==> config.mk <==
export PLATFORM = sky130hd
export DESIGN_NAME = spo2e_mul
export DESIGN_NICKNAME = d
export VERILOG_FILES = /design/src/hdl/spo2e_pkg.sv /design/src/hdl/spo2e_mul.sv
export SDC_FILE = /design/constraint.sdc
export NUM_CORES = 2
export LEC_CHECK = 0
export ABC_AREA = 1
export BUFFER_PORTS_ARGS = -buffer_cell sky130_fd_sc_hd__buf_2
export CAP_MARGIN = 30
export CORE_UTILIZATION = 65
export CTS_BUF_LIST = sky130_fd_sc_hd__clkbuf_16
export DETAILED_ROUTE_END_ITERATION = 10
export MAX_ROUTING_LAYER = met4
export PLACE_DENSITY = 0.87
export SLEW_MARGIN = 10
export SYNTH_ARGS = -nofsm -noshare
export SYNTH_HDL_FRONTEND = slang
export SYNTH_SLANG_ARGS = --single-unit
==> constraint.sdc <==
create_clock -name clk -period 7.3 [get_ports clk]
set_clock_uncertainty 0.15 [all_clocks]
set_input_delay 1.46 -clock clk [delete_from_list [all_inputs] [get_ports clk]]
set_output_delay 1.46 -clock clk [all_outputs]
set_load 0.01 [all_outputs]
==> src/hdl/spo2e_pkg.sv <==
// Shared constants and helpers for the SpO2 ratio window estimator.
// No dependencies; imported by every module of the block.
package spo2e_pkg;

	localparam int SAMPLE_W   = 18;
	localparam int WINDOW_DEF = 100;
	localparam int PCT_W      = 7;
	localparam int K_W        = 7;
	localparam int DIG_W      = 8;

	localparam logic [PCT_W-1:0]    SPO2_TOP  = PCT_W'(110);
	localparam logic [9:0]          SLOPE_SQ  = 10'd625;
	localparam logic [SAMPLE_W-1:0] THR_RESET = SAMPLE_W'(50000);

	function automatic logic [2*K_W-1:0] k_square(input logic [K_W-1:0] k);
		k_square = {{K_W{1'b0}}, k} * {{K_W{1'b0}}, k};
	endfunction

endpackage

==> src/hdl/spo2e_mul.sv <==
// Shared iterative multiplier, one 8-bit digit of the b operand per cycle.
// Depends on spo2e_pkg.
module spo2e_mul import spo2e_pkg::*; #(
	parameter int PW = 114,
	parameter int BW = 50
) (
	input  logic          clk,
	input  logic          arst_n,
	input  logic          start,
	input  logic [PW-1:0] a,
	input  logic [BW-1:0] b,
	output logic          done,
	output logic [PW-1:0] prod
);

	logic          run_q;
	logic          done_q;
	logic [PW-1:0] acc_q;
	logic [PW-1:0] a_sh_q;
	logic [BW-1:0] b_rem_q;

	always_ff @(posedge clk or negedge arst_n) begin
		if (!arst_n) begin
			run_q  <= 1'b0;
			done_q <= 1'b0;
		end else if (start) begin
			run_q  <= 1'b1;
			done_q <= 1'b0;
		end else if (run_q) begin
			if (b_rem_q[BW-1:DIG_W] == '0) begin
				run_q  <= 1'b0;
				done_q <= 1'b1;
			end else begin
				done_q <= 1'b0;
			end
		end else begin
			done_q <= 1'b0;
		end
	end

	always_ff @(posedge clk) begin
		if (start) begin
			acc_q   <= '0;
			a_sh_q  <= a;
			b_rem_q <= b;
		end else if (run_q) begin
			acc_q   <= acc_q + a_sh_q * PW'(b_rem_q[DIG_W-1:0]);
			a_sh_q  <= a_sh_q << DIG_W;
			b_rem_q <= b_rem_q >> DIG_W;
		end
	end

	assign done = done_q;
	assign prod = acc_q;

endmodule

==> reports/results.ini <==
[routing]
first_pass_iters=8
remaining_drc_errors=0
antenna_left=0
drtIter0Drc=4924
post_drt_wl_per_cell_um=20.21
vias_per_cell=5.469
drt_wl_total_um=169800
dr_total_vias=45940

[clocking]
clock_path_buffers=3
clock-sinks=280
cts-root-buf=clkbuf_16
insertion_delay_ns=0.61
post_cts_buffers=0
postCtsResizedCells=0
cts_buffers=38
cts.clk_slew.worst_paths_ns=0.06
cts_tree=yes
htreeDepth=2
ctsHoldBuffers=0

[logic_synthesis]
ys_types=38
synth_top_area_frac=0.3131
synthTopCellsByArea=fa_1 (31%), nand2_1 (21%), inv_1 (18%)
synth_fp_nets=8384
syn_area_um2=48590
synth_async_sr_flop_share=0.007143
ys.flop_type=edfxtp_1
yosysTopAreaCell=fa_1
yosys_register_bits=280
ys_seq_area_frac=0.1494
synth_warnings=0
syn_inst=7334
synth_edf_count=164
synth_area_per_cell_um2=6.625

[timing]
fmax_ghz=0.1613
slew_headroom=0.3093
fin_crit_sh=0.8490
hold_viol_final=0
worst_slew_pin_slew_ns=1.036
final-setup-viol-count=0
rsz0062_at_grt=false
slew_violations=0
final.setup.tns_ns=0
layout_min_cycle_time_ns=6.198

[global_route]
grt_max_degree=83
antenna_found_initial=0
grtUsageTotal=0.4694
gr-total-overflow=0
grt_pass1_vias=47020
grt_pass1_wl_um=260900

[floorplan]
die_h_um=275.4
pin_count=282
die_w_um=275.4
rows=99
core_region_area_um2=73450
start_util=0.6615
die_area_um2=75850

[outcome]
status=completed

[min_path]
min_path_type=register to register

[place]
gp_congestion=1.088
portBuffers=281
post-place-cells=8329
place_hpwl_um=134500

[worst_setup_path]
start_kind=register
worstSetupPathType=register to register
reg2reg_slack_ns=1.10
end_kind=register
worstSetupEndpoint=prod[92]
timing.rr.end=prod[92]
r2r_cells=21
cp-startpoint=b_rem_q[3]
cp_max_fo=39
cp.arrival_ns=6.54
r2r-start=b_rem_q[3]
cp.required_ns=7.65

[finish]
fill_cells=5671
fin_nets=8461
fin_cells=8400
multi_input_area_um2=31510
n_antenna_cell=0
layout-drive-gt1-share=0.06760
seq_area_um2=7258
synthToLayoutAreaGrowth_pct=6.873

[flow_run]
drv_cap=0

worst min path at each step:
stage | end | slack [ns] | from | cells after the start
after floorplan | b_rem_q[11] | 0.36 | b_rem_q[19] | 2
after global placement | prod[0] | 0.36 | prod[0] | 1
after detailed placement | prod[0] | 0.36 | prod[0] | 1
after CTS | prod[0] | 0.38 | prod[0] | 1
after global routing | b_rem_q[12] | 0.41 | b_rem_q[20] | 2
final | prod[0] | 0.38 | prod[0] | 1
synth_stat cells, types with 8 or more instances:
master / n
o21ai_1: 10
nand3_2: 17
nor2_4: 11
o21ai_0: 56
xnor2_1: 9
o22ai_1: 9
nand2_1: 2679
nor2_1: 221
nor4_1: 10
fa_1: 760
buf_1: 27
clkbuf_1: 245
dfxtp_1: 114
xor2_1: 46
inv_2: 16
edfxtp_1: 164
nor3_1: 8
nor2_2: 45
nand2_2: 30
nand4_1: 37
a21oi_1: 188
inv_1: 2323
ha_1: 123
nand3_1: 159
critical path, stage by stage, from the launching register on:
cell and delay, ns:
edfxtp_1 0.39, buf_4 0.54, nand2_1 0.14, inv_1 0.13
fa_1 0.47, fa_1 0.53, fa_1 0.51, inv_1 0.05
fa_1 0.49, inv_1 0.06, ha_1 0.35, nand2_1 0.13
nor2_1 0.46, nand2_1 0.26, nor2_1 0.41, nand2_1 0.16
nor2_1 0.13, nand2_1 0.09, nand4_1 0.13, nand3_1 0.24
nand2_1 0.17, inv_1 0.05
logic make-up after synthesis:
kind of cell               Yosys count  synth area share
buffers and inverters             2616            0.2022
DFF                                280            0.1494
and+or+nand+nor                   3231            0.2655
adders and majority gates          883            0.3448
xor gates and xnor gates            55          0.009914
AOI/OAI and AO/OA                  269           0.02827
metal layers:
metal  track usage  vias up  share of wire
li1              -    20500              -
met1        0.5820    21510           0.37
met2        0.7349     3194           0.46
met3       0.09813      733           0.11
met4        0.2214        0          0.057
met5             -        -              0
through the flow:
stage / hold WS (ns) / instance area (um2) / setup slack [ns] / utilization
2_1_floorplan: 0.3631 / 48590 / 0.1176 / -
3_3_place_gp: 0.3605 / 50530 / 1.419 / 0.6879
3_5_place_dp: 0.3606 / 50530 / 1.344 / 0.6879
4_1_cts: 0.3796 / 51900 / 1.275 / 0.7066
5_1_grt: 0.4088 / 51930 / 0.8293 / 0.7069
6_report: 0.3782 / 51930 / 1.102 / 0.7069
cells in the final DEF (no fill, tap or decap), types with 3 or more instances in the layout:
cell and instances:
nand2_1 2679, inv_1 2328, fa_1 760, buf_2 280, nor2_1 221, a21oi_1 188
edfxtp_1 164, nand3_1 159, ha_1 123, dfxtp_1 114, o21ai_0 56, xor2_1 46
nor2_2 45, clkbuf_16 43, nand4_1 37, nand2_2 30, buf_4 20, nand3_2 17
inv_2 16, nor2_4 11, nor4_1 10, o21ai_1 10, buf_12 10, xnor2_1 9
o22ai_1 9, nor3_1 8, clkinv_2 6, and2_1 4, clkinvlp_4 4, nor3_2 3
clkinv_16 3, bufinv_16 3
cell type report:
type	instances	share of cell area
inverter	2341	0.1694
clock inverter	27	0.005686
clock buffer	43	0.02072
sequential	280	0.1398
timing repair buffer	312	0.03453
multi-input combinational	4438	0.6068
tap	959	0.02311
state kept, by name (all words and copies together), names as in the netlist:
register,flops
prod,114
a_sh_q,114
done,1
b_rem_q,50
run_q,1
Power is not shown: default switching activity piles up to over one toggle a cycle in this logic, so the estimate is an artifact.
